**src/sv/tgms_pkg.sv**
```systemverilog
// ----------------------------------------------------------------------------
// Tactile grip motion sequencer package
// Shared widths, codes, register layout and fixed-point helpers.
// ----------------------------------------------------------------------------
package tgms_pkg;

    localparam int NUM_CELLS_DEF = 18;
    localparam int FRAC_BITS_DEF = 8;

    localparam int CELL_W     = 16;
    localparam int IDX_W      = 5;
    localparam int POS_W      = 24;
    localparam int SUM_OUT_W  = 21;
    localparam int CORR_W     = 10;
    localparam int MODE_W     = 3;
    localparam int CFG_IDX_W  = 3;
    localparam int CFG_DATA_W = 16;
    localparam int TICK_W     = 8;

    localparam logic signed [31:0] POS_HI = (32'sd1 <<< (POS_W - 1)) - 32'sd1;
    localparam logic signed [31:0] POS_LO = -POS_HI - 32'sd1;

    typedef enum logic [MODE_W-1:0] {
        MODE_INIT  = 3'd0,
        MODE_FORCE = 3'd1,
        MODE_TURN  = 3'd2,
        MODE_LIFT  = 3'd3,
        MODE_BACK  = 3'd4
    } t_mode;

    typedef enum logic [CFG_IDX_W-1:0] {
        REG_TARGET       = 3'd0,
        REG_GAIN_P       = 3'd1,
        REG_GAIN_I       = 3'd2,
        REG_GAIN_D       = 3'd3,
        REG_TURN_STEP    = 3'd4,
        REG_HALF_TURN    = 3'd5,
        REG_LIFT_PER_DEG = 3'd6,
        REG_INIT_TICKS   = 3'd7
    } t_reg_idx;

    typedef struct packed {
        logic signed [CELL_W-1:0] goal_height;
        logic [CFG_DATA_W-1:0]    gain_p;
        logic [CFG_DATA_W-1:0]    gain_i;
        logic [CFG_DATA_W-1:0]    gain_d;
        logic [CFG_DATA_W-1:0]    turn_step;
        logic [CFG_DATA_W-1:0]    half_turn_angle;
        logic [CFG_DATA_W-1:0]    lift_per_degree;
        logic [TICK_W-1:0]        init_ticks;
    } t_cfg;

    localparam t_cfg CFG_RESET = '{
        goal_height:     16'sd384,
        gain_p:          16'd51,
        gain_i:          16'd0,
        gain_d:          16'd51,
        turn_step:       16'd171,
        half_turn_angle: 16'd6912,
        lift_per_degree: 16'd78,
        init_ticks:      8'd72
    };

    // Sequencer view of one tick, carried alongside the PID terms
    typedef struct packed {
        t_mode                       mode;
        logic signed [POS_W-1:0]     left_y;
        logic signed [POS_W-1:0]     left_angle;
        logic signed [SUM_OUT_W-1:0] height_sum;
        logic                        nudge;
    } t_snap;

    // Error width: one bit above the running sum of all cells
    function automatic int err_w(input int num_cells);
        return CELL_W + $clog2(num_cells + 1) + 1;
    endfunction

    // Rest position of the left finger, 135.0 before saturation
    function automatic longint base_full(input int frac_bits);
        return 64'sd135 <<< frac_bits;
    endfunction

    function automatic logic signed [POS_W-1:0] sat_pos(input logic signed [31:0] v);
        if (v > POS_HI) begin
            return POS_HI[POS_W-1:0];
        end
        if (v < POS_LO) begin
            return POS_LO[POS_W-1:0];
        end
        return v[POS_W-1:0];
    endfunction

endpackage

```
**src/sv/tgms_if.sv**
```systemverilog


interface tgms_cfg_if;
    logic                              valid;
    logic                              ready;
    logic [tgms_pkg::CFG_IDX_W-1:0]    index;
    logic [tgms_pkg::CFG_DATA_W-1:0]   data;

    modport source(output valid, index, data, input ready);
    modport sink(input valid, index, data, output ready);
endinterface

```
**src/sv/tgms_cfg.sv**
```systemverilog
// ----------------------------------------------------------------------------
// Configuration registers
// Holds the register file and the derived lift step and lift limit.
// ----------------------------------------------------------------------------
module tgms_cfg #(
    parameter int FRAC_BITS = tgms_pkg::FRAC_BITS_DEF
) (
    input  logic                 i_clk,
    input  logic                 i_rst_n,
    tgms_cfg_if.sink             i_cfg,
    output tgms_pkg::t_cfg       o_cfg,
    output logic [31-FRAC_BITS:0] o_lift,
    output logic signed [31:0]   o_y_limit
);

    localparam longint BASE = tgms_pkg::base_full(FRAC_BITS);

    tgms_pkg::t_cfg           r_cfg;
    logic [31-FRAC_BITS:0]    r_lift;
    logic signed [31:0]       r_y_limit;
    logic [31:0]              n_lift_prod;
    logic [31:0]              n_thr_prod;
    logic signed [31:0]       n_y_limit;

    assign i_cfg.ready = 1'b1;

    always_ff @(posedge i_clk) begin
        if (!i_rst_n) begin
            r_cfg <= tgms_pkg::CFG_RESET;
        end else if (i_cfg.valid) begin
            case (i_cfg.index)
                tgms_pkg::REG_TARGET:       r_cfg.goal_height     <= $signed(i_cfg.data);
                tgms_pkg::REG_GAIN_P:       r_cfg.gain_p          <= i_cfg.data;
                tgms_pkg::REG_GAIN_I:       r_cfg.gain_i          <= i_cfg.data;
                tgms_pkg::REG_GAIN_D:       r_cfg.gain_d          <= i_cfg.data;
                tgms_pkg::REG_TURN_STEP:    r_cfg.turn_step       <= i_cfg.data;
                tgms_pkg::REG_HALF_TURN:    r_cfg.half_turn_angle <= i_cfg.data;
                tgms_pkg::REG_LIFT_PER_DEG: r_cfg.lift_per_degree <= i_cfg.data;
                tgms_pkg::REG_INIT_TICKS:   r_cfg.init_ticks <= i_cfg.data[tgms_pkg::TICK_W-1:0];
                default: ;
            endcase
        end
    end

    // (Y - base) << F > H * L holds exactly when Y > base + floor(H * L >> F)
    always_comb begin
        n_lift_prod = 32'(r_cfg.turn_step) * 32'(r_cfg.lift_per_degree);
        n_thr_prod  = 32'(r_cfg.half_turn_angle) * 32'(r_cfg.lift_per_degree);
        n_y_limit   = $signed(32'(BASE)) + $signed(n_thr_prod >> FRAC_BITS);
    end

    always_ff @(posedge i_clk) begin
        r_lift    <= n_lift_prod[31:FRAC_BITS];
        r_y_limit <= n_y_limit;
    end

    assign o_cfg     = r_cfg;
    assign o_lift    = r_lift;
    assign o_y_limit = r_y_limit;

endmodule

```
**src/flat_wrapper.sv**
```systemverilog
// flat-port wrapper written by rule: the top's interface ports become plain ports
module tgms_cfg_flat 
#(
    parameter int FRAC_BITS = tgms_pkg::FRAC_BITS_DEF
)
  (i_clk, i_rst_n, o_cfg, o_lift, o_y_limit, i_cfg_valid, i_cfg_index, i_cfg_data, i_cfg_ready);
  tgms_cfg_if i_cfg_i ();
  input  logic i_clk;
  input  logic i_rst_n;
  output tgms_pkg::t_cfg o_cfg;
  output logic [31-FRAC_BITS:0] o_lift;
  output logic signed [31:0] o_y_limit;
  input wire logic [$bits(i_cfg_i.valid)-1:0] i_cfg_valid;
  input wire logic [$bits(i_cfg_i.index)-1:0] i_cfg_index;
  input wire logic [$bits(i_cfg_i.data)-1:0] i_cfg_data;
  output wire logic [$bits(i_cfg_i.ready)-1:0] i_cfg_ready;
  assign i_cfg_i.valid = i_cfg_valid;
  assign i_cfg_i.index = i_cfg_index;
  assign i_cfg_i.data = i_cfg_data;
  assign i_cfg_ready = i_cfg_i.ready;
  tgms_cfg #(.FRAC_BITS(FRAC_BITS)) u_core (.i_clk(i_clk), .i_rst_n(i_rst_n), .i_cfg(i_cfg_i), .o_cfg(o_cfg), .o_lift(o_lift), .o_y_limit(o_y_limit));
endmodule
```
**config.mk**
```make
export PLATFORM = sky130hd
export DESIGN_NAME = tgms_cfg_flat
export DESIGN_NICKNAME = d
export VERILOG_FILES = /design/src/sv/tgms_pkg.sv /design/src/sv/tgms_if.sv /design/src/sv/tgms_cfg.sv /design/src/flat_wrapper.sv
export SDC_FILE = /design/constraint.sdc
export NUM_CORES = 1
export LEC_CHECK = 0
export ABC_AREA = 1
export BUFFER_PORTS_ARGS = -buffer_cell sky130_fd_sc_hd__buf_2
export CORE_MARGIN = 2
export CORE_UTILIZATION = 65
export DETAILED_ROUTE_END_ITERATION = 7
export PLACE_DENSITY_LB_ADDON = 0.12
export SYNTH_ARGS = -nofsm -noshare
export SYNTH_HDL_FRONTEND = slang
export SYNTH_SLANG_ARGS = --single-unit
```
**constraint.sdc**
```tcl
create_clock -name i_clk -period 17.6 [get_ports i_clk]
set_clock_uncertainty 0.15 [all_clocks]
set_input_delay 0.88 -clock i_clk [delete_from_list [all_inputs] [get_ports i_clk]]
set_output_delay 0.88 -clock i_clk [all_outputs]
set_load 0.01 [all_outputs]
```
* Yosys cells after proc, flatten, opt, wreduce, memory -nomap -nowiden
Index checks and enable logic that the tools add are counted.
** Word-level totals
- Input bits :: 22
- Logic and storage cells :: 29
- Flip-flop bits (word level) :: 176
- Output and inout port bits :: 177
** Cells by class
- Multiply operators :: 2
- Reduce and logical (&&, ||, !) cells :: 9
- Equality and inequality tests :: 7
- Add/sub/neg operators :: 1
** Operators by type and width (number)
- multiplier 16 x 16 -> 32 bit :: 2
- adder 16 x 24 -> 25 bit (first input constant) :: 1
- AND reduction 2 bit :: 8
- equality test 3 bit (second input constant) :: 4
- equality test 3 x 2 -> 1 bit (second input constant) :: 2
- equality test 3 x 1 -> 1 bit (second input constant) :: 1
- zero test 3 bit :: 1

* Depth between registers and ports, before layout
Gate-level depths: netlist of run 1.
- Depth in word-level cells :: 2
- Mapped depth :: 34

* Worst setup path before layout of run 1
OpenSTA, ideal clock, no wires.
- Path kind :: reg2reg
- From :: register u_core.r_cfg, in the netlist u_core.o_cfg[31]
- To :: register u_core.r_y_limit[16] (netlist: u_core.o_y_limit[16])
- Setup slack :: 11492 ps
- Arrival time :: 5845 ps
- Library setup time :: 113 ps
- Path buffers :: 2
- Stages on the path, launching flop included :: 32
- Path through :: dfxtp_1 clkbuf_1 clkbuf_1 nand2_1 fa_1 inv_1 fa_1 inv_1 fa_1 inv_1 fa_1 fa_1 inv_1 fa_1 inv_1 ha_1 nand2_1 nor2_1 inv_1 nor2_1 nor2_1 nand3b_1 nand2_1 ha_1 nand2_1 nand2_1 nor2_4 nand2_1 nand2_2 inv_2 nand2_1 nand2_1
** On the way
- Longest elaborated chain between the ends :: 2
** Ends and longest elaborated chain
- start, declared :: line tgms_cfg.sv:18 : tgms_pkg::t_cfg r_cfg;
- start signal, assigned :: line tgms_cfg.sv:29 : r_cfg <= tgms_pkg::CFG_RESET;
- multiplier 16 x 16 -> 32 bit :: line tgms_cfg.sv:48 : n_thr_prod = 32'(r_cfg.half_turn_angle) * 32'(r_cfg.lift_per_degree);
- adder 16 x 24 -> 25 bit :: line tgms_cfg.sv:49 : n_y_limit = $signed(32'(BASE)) + $signed(n_thr_prod >> FRAC_BITS);
- named net u_core.n_y_limit[16] :: line tgms_cfg.sv:23 : logic signed [31:0] n_y_limit;
- end signal, assigned :: line tgms_cfg.sv:54 : r_y_limit <= n_y_limit;
- end, declared :: line tgms_cfg.sv:20 : logic signed [31:0] r_y_limit;
The timed path passes the listed nets, and every way through them passes these cells.
A chain may end at the register's enable or synchronous reset.

* Worst setup path after layout of run 1
- From :: register u_core.r_cfg, in the netlist u_core.o_cfg[11]
- To :: register u_core.r_y_limit[23] (netlist: u_core.o_y_limit[23])
The elaborated chain is that of the path after synthesis.

==> impl_results.md, run 1 <==
- Status: completed
- Via count: roughly 20,000
- Post-synth EDFFs: 0
- Async SR Flop Fraction: 0%
- Area Overhead vs Synth: 7.02%
- Largest net degree at the start of global routing: 121
- Fmax: 0.143 GHz
- Syn Std Cell Area: 23,500 um2
- Drt pass-1 iters: 6
- Routability congestion estimate: 0.945
- Final setup fails: 0
- Crit path largest cell delay: 0.74 ns
- Slew Viols, Final: 0
- R2R Setup Slk: between 10 and 15 ns
- Post-synthesis sequential area ratio: 14.4%
- Top Ports: 199
- HP Start: u_core.o_cfg[111]$_SDFFE_PN1P_
- CP bufs+invs: 5
- DRT antenna net count: 0
- XOR/XNOR share of the synthesized area: 1.56%
- CP startpoint kind: register
- Period utilization: between 30% and 40%
- Unrepaired setup endpoints after global routing: no
- Compound-Gate Fraction of Synth Area: 5.02%
- Slew of the pin with the lowest slew margin: approximately 1.1 ns
- Crit-path slowest cell: dfxtp_1
- Worst R2R Path Depth: 25
- Die Span Y: 194 um
- Initial antenna violation count: 0
- Max_slew headroom: 26.3%
- Resize count post-CTS: 0
- Row count: 69
- Diode count: 0
- Clk root buf: clkbuf_16
- Post-route cell area: 25,100 um2
- Ys Warns: 0
- Cells after Synth: 3,146
- Gr usage total: between 30 and 40%
- DRC violations left: 0
- Routed wire length per instance: 17.7 um
- Clock transition at path regs: around 0.080 ns
- Number of clock sinks: around 170
- Post-synthesis mux area share: 0%
- Post-Synth Adder-Cell Area: between 40% and 50%
- Worst skew pair latency: 0.47 ns
- Nets@finish: 3,825
- Syn_area_per_cell: approximately 7.5 um2
- Hold Violations, Final: 0
- Largest family of logic cells by synthesized area: adder cells
- Max_cap viols: 0
- Worst-path fanout max: 20
- Total Routed Length: around 65,000 um
- Yosys reg bits: 169
- Longest Clk Path Bufs: 2
- Global-route wire length before repair: 109,000 um
- Crit path kind: reg -> reg
- Initial Util: around two thirds
- Remaining Overflow, GRT: 0
- PwrDens: 71.6 nW/um2
- Crit path capture: u_core.o_y_limit[23]$_DFF_P_
- Reg-to-reg startpoint: u_core.o_cfg[11]$_SDFFE_PN1P_
- Vias in the first global route: ~22,000
- Die area: 37,700 um2
- Critical Path RT: 17.81 ns
- Maximum VDD drop: 79.3 uV
- Die Width: 194 um
- Placed Cells: 3,656
- Leak: 14.7 nW
- Most used DFF post-synth: dfxtp_1
- Placed Area: 24,500 um2
- Crit path depth: 25
- Post-synth cell types: 42
- Non-Filler Instances: about 3,700
- Num CTS Buffers: 17
- Final setup margin: 10.63 ns
- DRT iter0 DRCs: 1,530
- Post-DR vias/cell: 5.44
- # port buffers: 190
- Period minus WS final: 6.97 ns
- Crit end category: register
- Share of post-route cells with drive strength above 1: 8.61%
- Worst Path Arrival: 7.18 ns
- Core Region: 35,600 um2
- Synth Area in Simple Gates: 20.2%
- Setup bufs post-CTS: 0
- HPWL Detailed: 51,400 um
- Hold buffers post-CTS: 0
- H-tree lvl count: 4
- TNS Setup: 0 ns
- Reg2reg end: u_core.o_y_limit[23]$_DFF_P_
- Type of the worst min-delay path: reg -> reg
- Fillers: 2,875
- CTS tree: yes
- Worst setup path startpoint: u_core.o_cfg[11]$_SDFFE_PN1P_
- CP top delay family: adder cells
- DP Worst Slack: about 11 ns
routing by layer:
| metal | wire, um | global-route usage, % |
|---|---|---|
| met5 | 0 | 0 |
| met1 | 26300 | 47.0 |
| met4 | 2330 | 14.3 |
| met2 | 30700 | 59.6 |
| met3 | 6180 | 7.46 |
how the worst min path moves through the flow:
stage	endpoint	slack, ns	cells after the start
2_1_floorplan	u_core.o_cfg[112]$_SDFFE_PN1P_	0.34	2
3_3_place_gp	u_core.o_cfg[56]$_SDFFE_PN1P_	0.29	2
3_5_place_dp	u_core.o_cfg[111]$_SDFFE_PN1P_	0.29	2
4_1_cts	u_core.o_cfg[111]$_SDFFE_PN1P_	0.31	2
5_1_grt	u_core.o_cfg[111]$_SDFFE_PN1P_	0.33	2
6_report	u_core.o_cfg[111]$_SDFFE_PN1P_	0.31	2
sequential cells by signal, summed over array words and instances, names as in the netlist:
register / flops
u_core.o_cfg: 120
u_core.o_y_limit: 25
u_core.o_lift: 24
worst min-delay path, cell delays in order (launching register included):
cell and delay [ns]:
dfxtp_1 0.33, nand2_1 0.05, nand3_1 0.05
cell type report:
cell class	instances	area (um2)	area share (%)
inverter	765	2870	11.4
tap	461	577	2.30
clock buffer	17	425	1.69
clock inverter	15	189	0.752
multi-input combinational	2051	16600	66.0
timing repair buffer	210	1100	4.38
sequential	169	3380	13.5
through the flow:
stage / hold WS [ns] / utilization (%) / total power [W]
after floorplan: 0.341 / - / 0.00113
after global placement: 0.285 / 68.9 / 0.00138
after detailed placement: 0.289 / 68.9 / 0.00139
after CTS: 0.310 / 70.6 / 0.00180
after global routing: 0.330 / 70.6 / 0.00195
final: 0.313 / 70.6 / 0.00180
synthesized netlist by cell type, types with 2 or more instances:
| cell | instances | share of area, % |
|---|---|---|
| a21boi_0 | 2 | 0.064 |
| a21o_1 | 5 | 0.16 |
| a21oi_1 | 70 | 1.5 |
| a221oi_1 | 2 | 0.075 |
| a31oi_1 | 2 | 0.053 |
| and2_1 | 3 | 0.080 |
| buf_4 | 8 | 0.26 |
| clkbuf_1 | 149 | 2.4 |
| clkbuf_2 | 8 | 0.17 |
| conb_1 | 2 | 0.032 |
| dfxtp_1 | 169 | 14 |
| fa_1 | 386 | 33 |
| ha_1 | 203 | 11 |
| inv_1 | 757 | 12 |
| inv_2 | 7 | 0.11 |
| nand2_1 | 788 | 13 |
| nand2_2 | 13 | 0.35 |
| nand3_1 | 76 | 1.6 |
| nand3_2 | 2 | 0.085 |
| nand3b_1 | 6 | 0.19 |
| nand4_1 | 8 | 0.21 |
| nor2_1 | 270 | 4.3 |
| nor2_2 | 5 | 0.13 |
| nor2_4 | 4 | 0.19 |
| nor3_1 | 13 | 0.28 |
| o21a_1 | 2 | 0.064 |
| o21ai_0 | 127 | 2.7 |
| o21bai_1 | 7 | 0.22 |
| xnor2_1 | 13 | 0.48 |
| xor2_1 | 27 | 1.0 |
layout by cell type, fill, tap and decap left out, types with 4 or more instances in the layout:
master	count
xor2_1	27
inv_8	4
inv_1	757
nor2_1	270
conb_1	8
fa_1	386
nand3_1	76
clkbuf_16	17
nand3b_1	6
inv_2	7
nand4_1	8
nor3_1	13
buf_2	190
a21oi_1	70
o21ai_0	127
xnor2_1	13
clkinv_8	4
a21o_1	5
buf_4	20
dfxtp_1	168
nor2_4	4
o21bai_1	7
nand2_2	13
nor2_2	5
ha_1	203
nand2_1	788
power by group:
| group | internal, W | total, W | switching, W |
|---|---|---|---|
| Clock | 0.000195 | 0.000404 | 0.000209 |
| Sequential | 0.000433 | 0.000468 | 0.0000344 |
| Combinational | 0.000333 | 0.000927 | 0.000594 |
| Total | 0.000961 | 0.00180 | 0.000837 |
logic make-up (layout without fill, tap and decap cells):
family / after synthesis / count (layout)
XOR/XNOR: 41 / 41
AND/OR/NAND/NOR: 1191 / 1191
adder cells (fa/ha/maj): 589 / 589
AO/OA/AOI/OAI: 222 / 222
flip-flops: 169 / 169
other: 2 / 8
buffers and inverters: 932 / 1007
Note: power is estimated with default switching activity, not from simulation.
==> run 2, diff against run 1 <==
- CORE_UTILIZATION: 65 -> 57
- clock period: 17.6 -> 5.7 ns (I/O delays scaled with it)
==> run 2 against run 1 <==
Compared with the run above: clock power rose to 3.0 times the previous value; the run now ends with setup timing left; critical path depth rose by 5; non-clock buffer count rose by 275; global-route usage fell by 3.2 points; largest cell class unchanged; die area rose by 14%; clock-buffer cell count rose by 1; largest power group unchanged.
==> impl_results.md, run 2 (synthesis gave the netlist of run 1 again) <==
- Global-route wire length before repair: 109,000 um (+0.49%)
- Initial Util: 57.6% (-8.4 points)
- Switching Share: 44.6% (-1.9 points)
- CP top delay family: adder cells
- Die Width: 207 um (+6.6%)
- DRT iter0 DRCs: 1,671 (+9.2%)
- Clock transition at path regs: 0.07 ns (about the same)
- Reg-to-reg startpoint: u_core.o_cfg[12]$_SDFFE_PN0P_
- Period utilization: 103% (+63 points)
- Status: finished, violations left
- Met1 WL: 30,000 um (+14%)
- Vias in the first global route: 21,400 (-0.37%)
- Fmax: 0.170 GHz (+19%)
- Routed length on met3: 5900 um (-4.5%)
- Violated checks: setup timing
- Routability congestion estimate: 0.915 (-3.1%)
- Crit end category: register
- Slew of the pin with the lowest slew margin: 0.979 ns (-0.123 ns)
- R2R Setup Slk: -0.18 ns (-10.80 ns)
- Commonest non-fill, non-tap cell in the layout: inv_1
- Crit path kind: reg -> reg
- Slew Viols, Final: 0 (unchanged)
- Routed wire length per instance: 17.1 um (-3.8%)
- # port buffers: 190 (unchanged)
- Most frequent cells in the layout: inv_1 (716), nand2_1 (715), fa_1 (373)
- Longest Clk Path Bufs: 2 (unchanged)
- Core Region: 40,700 um2 (+15%)
- CP startpoint kind: register
- Final hold slack: 0.0418 ns (-0.271 ns)
- Hold EP: u_core.o_cfg[119]$_SDFFE_PN0P_
- Period minus WS final: 5.88 ns (-1.10 ns)
- Critical path's most frequent cell: nand2_2
- Fillers: 3,286 (+14%)
- TNS Setup: -1.53 ns (-1.53 ns)
- Row count: 74 (+7.2%)
- Final setup margin: -0.176 ns (-10.80 ns)
- Die area: 42,800 um2 (+14%)
- Hold Violations, Final: 0 (unchanged)
- Top layer in use: met5
- Worst skew pair latency: 0.47 ns (about the same)
- Number of clock sinks: 169 (unchanged)
- Storage cell area: 3470 um2 (+2.4%)
- Worst-path fanout max: 7 (-65%)
- Crit path largest cell delay: 0.54 ns (-0.20 ns)
- Worst R2R Path Depth: 30 (+20%)
- CP bufs+invs: 9 (+4)
- HP Start: i_cfg_data[15]
- Worst Path Arrival: 6.08 ns (-1.10 ns)
- DRC violations left: 0 (unchanged)
- Combinational power share: 65.4% (+14 points)
- Diode count: 0 (unchanged)
- Total Routed Length: 68,900 um (+5.3%)
- PwrDens: 260 nW/um2 (+260%)
- Unrepaired setup endpoints after global routing: yes
- Die Span Y: 207 um (+6.6%)
- Max_slew headroom: 34.5% (+8.2 points)
- Critical Path RT: 5.91 ns (-11.90 ns)
- Multi-input gate area: 18,100 um2 (+8.9%)
- Post-layout util: 71.8% (+1.2 points)
- Top Ports: 199 (unchanged)
- Wire length on met2: 31,300 um (+1.9%)
- P_int: 0.00421 W (+340%)
- Post-DR vias/cell: 5.22 (-4.0%)
- Type of the worst min-delay path: in -> reg
- Final setup fails: 16 (+16)
- Drt pass-1 iters: 6 (unchanged)
- Max_cap viols: 0 (unchanged)
- Via count: 21,100 (+5.0%)
- Hold path cells: 3 (+1)
- Design Power: 0.00760 W (+320%)
- HPWL Detailed: 53,900 um (+5.0%)
- Share of post-route cells with drive strength above 1: 24.5% (+16 points)
- Clock power frac: 16.1% (-6.4 points)
- CTS tree: yes
- Reg2reg end: u_core.o_y_limit[16]$_DFF_P_
- Max reg flops: 120 (unchanged)
- H-tree lvl count: 4 (unchanged)
- Initial antenna violation count: 0 (unchanged)
- Clk root buf: clkbuf_16
- Num CTS Buffers: 17 (unchanged)
- Gr usage total: 33.0% (-3.2 points)
- Maximum VDD drop: 309 uV (+290%)
- Crit-path slowest cell: fa_1
- Net Sw Power: 0.00339 W (+300%)
- Nets@finish: 4,101 (+7.2%)
- Leak: 16.5 nW (+12%)
- Remaining Overflow, GRT: 0 (unchanged)
- Hold buffers post-CTS: 0 (unchanged)
- DRT antenna net count: 0 (unchanged)
- Sequential power share: 18.5% (-7.5 points)
- Area Overhead vs Synth: 24.6%
- Largest net degree at the start of global routing: 74 (-39%)
==> run 2: cell count changes in the layout (fill, tap and decap cells not counted), moves of 32 or more <==
| cell | previous run | this run |
|---|---|---|
| buf_4 | 20 | 237 |
| nor2_1 | 270 | 238 |
| nand2_2 | 13 | 61 |
| dfxtp_1 | 168 | 135 |
| a21oi_1 | 70 | 31 |
| nand2_1 | 788 | 715 |
| inv_2 | 7 | 46 |
| inv_1 | 757 | 716 |
| buf_6 | 0 | 32 |
==> run 2: cell type report <==
type                            count  area share [%]
Clock buffer                       18            1.47
Clock inverter                     14           0.603
Inverter                          765            9.83
Multi-Input combinational cell   2052            61.7
Sequential cell                   169            11.8
Tap cell                          532            2.28
Timing Repair Buffer              485            12.2
==> run 2: worst max-delay path by stage <==
stage | cells after the start | slack, ns | to | startpoint
global placement | 27 | -0.54 | u_core.o_y_limit[23]$_DFF_P_ | u_core.o_cfg[10]$_SDFFE_PN1P_
CTS | 26 | -0.15 | u_core.o_y_limit[16]$_DFF_P_ | u_core.o_cfg[35]$_SDFFE_PN1P_
floorplan | 29 | -0.003 | u_core.o_y_limit[16]$_DFF_P_ | u_core.o_cfg[10]$_SDFFE_PN1P_
detailed placement | 26 | -0.50 | u_core.o_y_limit[23]$_DFF_P_ | u_core.o_cfg[11]$_SDFFE_PN1P_
finish | 30 | -0.18 | u_core.o_y_limit[16]$_DFF_P_ | u_core.o_cfg[12]$_SDFFE_PN0P_
global route | 29 | -0.41 | u_core.o_y_limit[23]$_DFF_P_ | u_core.o_cfg[33]$_SDFFE_PN1P_
==> run 2: metrics by stage <==
stage / area [um2] / worst slack (ns) / std cells
after detailed placement: 26600 / -0.496 / 3959
after CTS: 28100 / -0.146 / 4010
final: 29300 / -0.176 / 4035
after global routing: 29300 / -0.407 / 4035
after floorplan: 23900 / -0.00286 / 3152
after global placement: 26600 / -0.537 / 3959
==> run 2: power by group through the flow <==
| stage | clock network [W] | registers [W] | logic, W |
|---|---|---|---|
| 2_1_floorplan | 0 | 0.00147 | 0.00206 |
| 3_3_place_gp | 0 | 0.00143 | 0.00342 |
| 3_5_place_dp | 0 | 0.00143 | 0.00347 |
| 4_1_cts | 0.00125 | 0.00140 | 0.00413 |
| 5_1_grt | 0.00128 | 0.00142 | 0.00543 |
| 6_report | 0.00122 | 0.00140 | 0.00497 |
==> run 2: worst reg2reg max path: cells and delay by family (launching register included) <==
family	cells	cell delay (ns)
buffers and inverters	9	0.59
and+or+nand+nor	11	0.92
DFF	1	0.37
adders and majority gates	8	3.50
AOI/OAI and AO/OA	2	0.24
==> run 2: timing repair <==
item	4_1_cts	5_1_grt
endpoints found under the setup margin	36	32
gates resized for setup	209	259
gates cloned	1	1
pin swaps	46	119
buffers inserted	19	25
==> run 2: metal layers <==
| metal | up-vias | global-route usage (%) |
|---|---|---|
| li1 | 9805 | - |
| met1 | 10300 | 46.1 |
| met2 | 791 | 51.3 |
| met3 | 142 | 7.74 |
| met4 | 2 | 9.35 |
| met5 | - | 0 |
==> run 3, diff against run 2 <==
- ABC_AREA: 1 -> unset
- CORE_UTILIZATION: 57 -> 56
- CTS_CLUSTER_DIAMETER: unset -> 50
==> run 3 against run 2 <==
Compared with the run above: the flow still finishes with violations (setup timing); synthesized cell count is 19% lower; first-iteration DRC count shrank 40%; core utilization is 4.1 points lower; critical endpoint is now u_core.o_y_limit[23]$_DFF_P_; area after synthesis fell by 5.2%; sequential share of layout area up 1.1 points; cell count decreased by 15%; clock-buffer cell count is 1 lower; global-route usage down 2.9 points; critical path depth decreased by 8; combinational power decreased by 49%; flip-flop and latch count did not move.
==> impl_results.md, run 3 <==
- Routability congestion estimate: 0.893 (-2.5%)
- Worst-path cell chain: and2_1 -> fa_1 -> inv_1 -> fa_1 -> fa_1 -> inv_1 -> fa_1 -> fa_1 -> inv_1 -> fa_1 -> inv_1 -> ha_1 -> and4_4 -> nor3b_4 -> o211ai_2 -> and2_4 -> a211o_1 -> nor4_4 -> or4b_1 -> or4_1 -> nand3_1 -> xor2_1
- CTS tree: yes
- Clk root buf: clkbuf_16
- Diode count: 0 (unchanged)
- Initial Util: 56.4% (-1.2 points)
- Post-synthesis sequential area ratio: 15.2% (+0.80 points)
- Sequential power share: 26.0% (+7.5 points)
- Slew of the pin with the lowest slew margin: 1.21 ns (+0.228 ns)
- Top cell type's share of synthesized area: 34.7% (+1.8 points)
- Violated checks: setup timing
- Top-count cell post-synth: nand2_1
- Core Region: 39,500 um2 (-3.1%)
- Synth cell count leaders: nand2_1 (576), inv_1 (439), fa_1 (386), and2_1 (213), ha_1 (203)
- CP startpoint kind: register
- Maximum VDD drop: 224 uV (-27%)
- Syn Std Cell Area: 22,200 um2 (-5.2%)
- Period utilization: 119% (+16 points)
- Longest Clk Path Bufs: 2 (unchanged)
- Yosys reg bits: 169 (unchanged)
- Max reg flops: 120 (unchanged)
- H-tree lvl count: 4 (unchanged)
- Syn_area_per_cell: 8.73 um2 (+17%)
- Max_slew headroom: 19.2% (-15 points)
- Final setup margin: -1.11 ns (-0.930 ns)
- Top Ports: 199 (unchanged)
- PwrDens: 194 nW/um2 (-25%)
- Async SR Flop Fraction: 0% (unchanged)
- Unrepaired setup endpoints after global routing: yes
- Remaining Overflow, GRT: 0 (unchanged)
- Crit end category: register
- Via count: 18,100 (-14%)
- TNS Setup: -15.23 ns (-13.69 ns)
- DP Worst Slack: -1.15 ns (-0.659 ns)
- Global-route wire length before repair: 97,800 um (-11%)
- Row count: 73 (-1.4%)
- Fillers: 3,301 (+0.46%)
- Max_cap viols: 0 (unchanged)
- Area Overhead vs Synth: 20.1%
- Crit path kind: reg -> reg
- P_int: 0.00322 W (-23%)
- Post-synth cell types: 64 (+52%)
- Status: finished, violations left
- Synth top area cells: fa_1 (35%), dfxtp_1 (15%), ha_1 (11%)
- Most used DFF post-synth: dfxtp_1
- Yosys top cell by area: fa_1
- Placed Cells: 3,405 (-14%)
- DRC violations left: 0 (unchanged)
- HPWL Detailed: 47,500 um (-12%)
- Period minus WS final: 6.81 ns (+0.930 ns)
- Critical path's most frequent cell: fa_1
- Worst skew pair latency: 0.47 ns (about the same)
- Hold buffers post-CTS: 0 (unchanged)
- Crit path largest cell delay: 0.54 ns (about the same)
- Critical Path RT: 5.94 ns (+0.03 ns)
- Combinational power share: 48.9% (-17 points)
- Clock transition at path regs: 0.08 ns (about the same)
- Clock power frac: 25.1% (+9.0 points)
- Post-DR vias/cell: 5.26 (+0.84%)
- Routed wire length per instance: 17.2 um (+0.73%)
- Num CTS Buffers: 17 (unchanged)
- Net Sw Power: 0.00195 W (-42%)
- Switching Share: 37.7% (-6.9 points)
- Type of the worst min-delay path: in -> reg
- Non-Filler Instances: 3,443 (-15%)
- Worst-path fanout max: 11 (+4)
- Hold Violations, Final: 0 (unchanged)
- Crit-path slowest cell: fa_1
- Commonest non-fill, non-tap cell in the layout: nand2_1
- DRT iter0 DRCs: 999 (-40%)
- Number of clock sinks: 169 (unchanged)
- Nets@finish: 3,516 (-14%)
- Drt pass-1 iters: 5 (-1)
- Slew Viols, Final: 0 (unchanged)
- Share of post-route cells with drive strength above 1: 21.2% (-3.3 points)
- # port buffers: 190 (unchanged)
- Final setup fails: 31 (+15)
- Ys Warns: 0 (unchanged)
- Vias in the first global route: 19,400 (-9.3%)
- Die Width: 203 um (-1.8%)
- Die Span Y: 203 um (-1.8%)
- Post-synth EDFFs: 0 (unchanged)
- Post-layout util: 67.7% (-4.1 points)
- Total Routed Length: 59,200 um (-14%)
- Cells after Synth: 2,549 (-19%)
- Leak: 13.3 nW (-19%)
- Worst Path Arrival: 7.05 ns (+0.97 ns)
- Most frequent cells in the layout: nand2_1 (570), inv_1 (433), fa_1 (383)
- Initial antenna violation count: 0 (unchanged)
- Largest net degree at the start of global routing: 62 (-16%)
- DRT antenna net count: 0 (unchanged)
- Die area: 41,300 um2 (-3.5%)
- Fmax: 0.147 GHz (-14%)
- Gr usage total: 30.1% (-2.9 points)
==> run 3: final timing paths <==
kind,start,to,slack [ns],depth (start not counted)
max,u_core.o_cfg[12]$_SDFFE_PN0P_,u_core.o_y_limit[23]$_DFF_P_,-1.11,22
min,i_cfg_data[15],u_core.o_cfg[55]$_SDFFE_PN0P_,0.02,3
max reg2reg,u_core.o_cfg[12]$_SDFFE_PN0P_,u_core.o_y_limit[23]$_DFF_P_,-1.11,22
min reg2reg,u_core.o_cfg[7]$_SDFFE_PN0P_,u_core.o_cfg[7]$_SDFFE_PN0P_,0.31,2
==> run 3: power by group through the flow <==
stage,Clock [W],Sequential (W),Combinational (W)
floorplan,0,0.00142,0.00138
global placement,0,0.00137,0.00229
detailed placement,0,0.00138,0.00235
CTS,0.00132,0.00135,0.00246
global route,0.00135,0.00135,0.00281
finish,0.00130,0.00134,0.00253
==> run 3: kinds of logic after synthesis <==
kind of cell | after synthesis | synth area share, %
other | 2 | 0.0338
AOI/OAI and AO/OA | 221 | 6.92
xor gates and xnor gates | 59 | 2.32
adders and majority gates | 589 | 46.1
muxes | 2 | 0.0956
buffers and inverters | 574 | 9.88
DFF | 169 | 15.2
and+or+nand+nor | 933 | 19.4
==> run 3: metal layers <==
layer	track usage (%)	vias up	share of wire [%]
met5	0	-	0
met4	11.4	0	3.3
met3	5.19	101	6.0
met2	50.3	530	48
met1	39.4	9070	43
li1	-	8416	-
==> run 3: area by class of cell <==
| class | count | area (um2) | share of cell area [%] |
|---|---|---|---|
| Multi-Input combinational cell | 1812 | 17200 | 64.4 |
| Sequential cell | 169 | 3460 | 13.0 |
| Timing Repair Buffer | 466 | 3100 | 11.6 |
| Inverter | 439 | 1650 | 6.17 |
| Tap cell | 525 | 657 | 2.46 |
| Clock buffer | 17 | 425 | 1.59 |
| Clock inverter | 15 | 223 | 0.834 |
==> run 3: worst max-delay path: cells and delay by family, from the launching register on <==
kind	cells	cell delay, ns
buf+inv	4	0.22
xor+xnor	1	0.16
flops	1	0.39
simple gates	8	1.99
fa+ha+maj	7	3.29
compound gates	2	0.51
==> run 3: what timing repair did <==
action / CTS / global route
cloned: 0 / 0
setup buffers: 2 / 4
gates resized for setup: 41 / 42
endpoints found under the setup margin: 34 / 36
pin swaps: 10 / 9
==> run 3: metrics by stage <==
step           hold WS, ns  area [um2]  total power (W)
4_1_cts          0.0000813       26500          0.00512
3_5_place_dp         0.301       25700          0.00373
3_3_place_gp         0.298       25700          0.00366
5_1_grt             0.0215       26700          0.00552
2_1_floorplan        0.259       22800          0.00280
6_report            0.0193       26700          0.00517
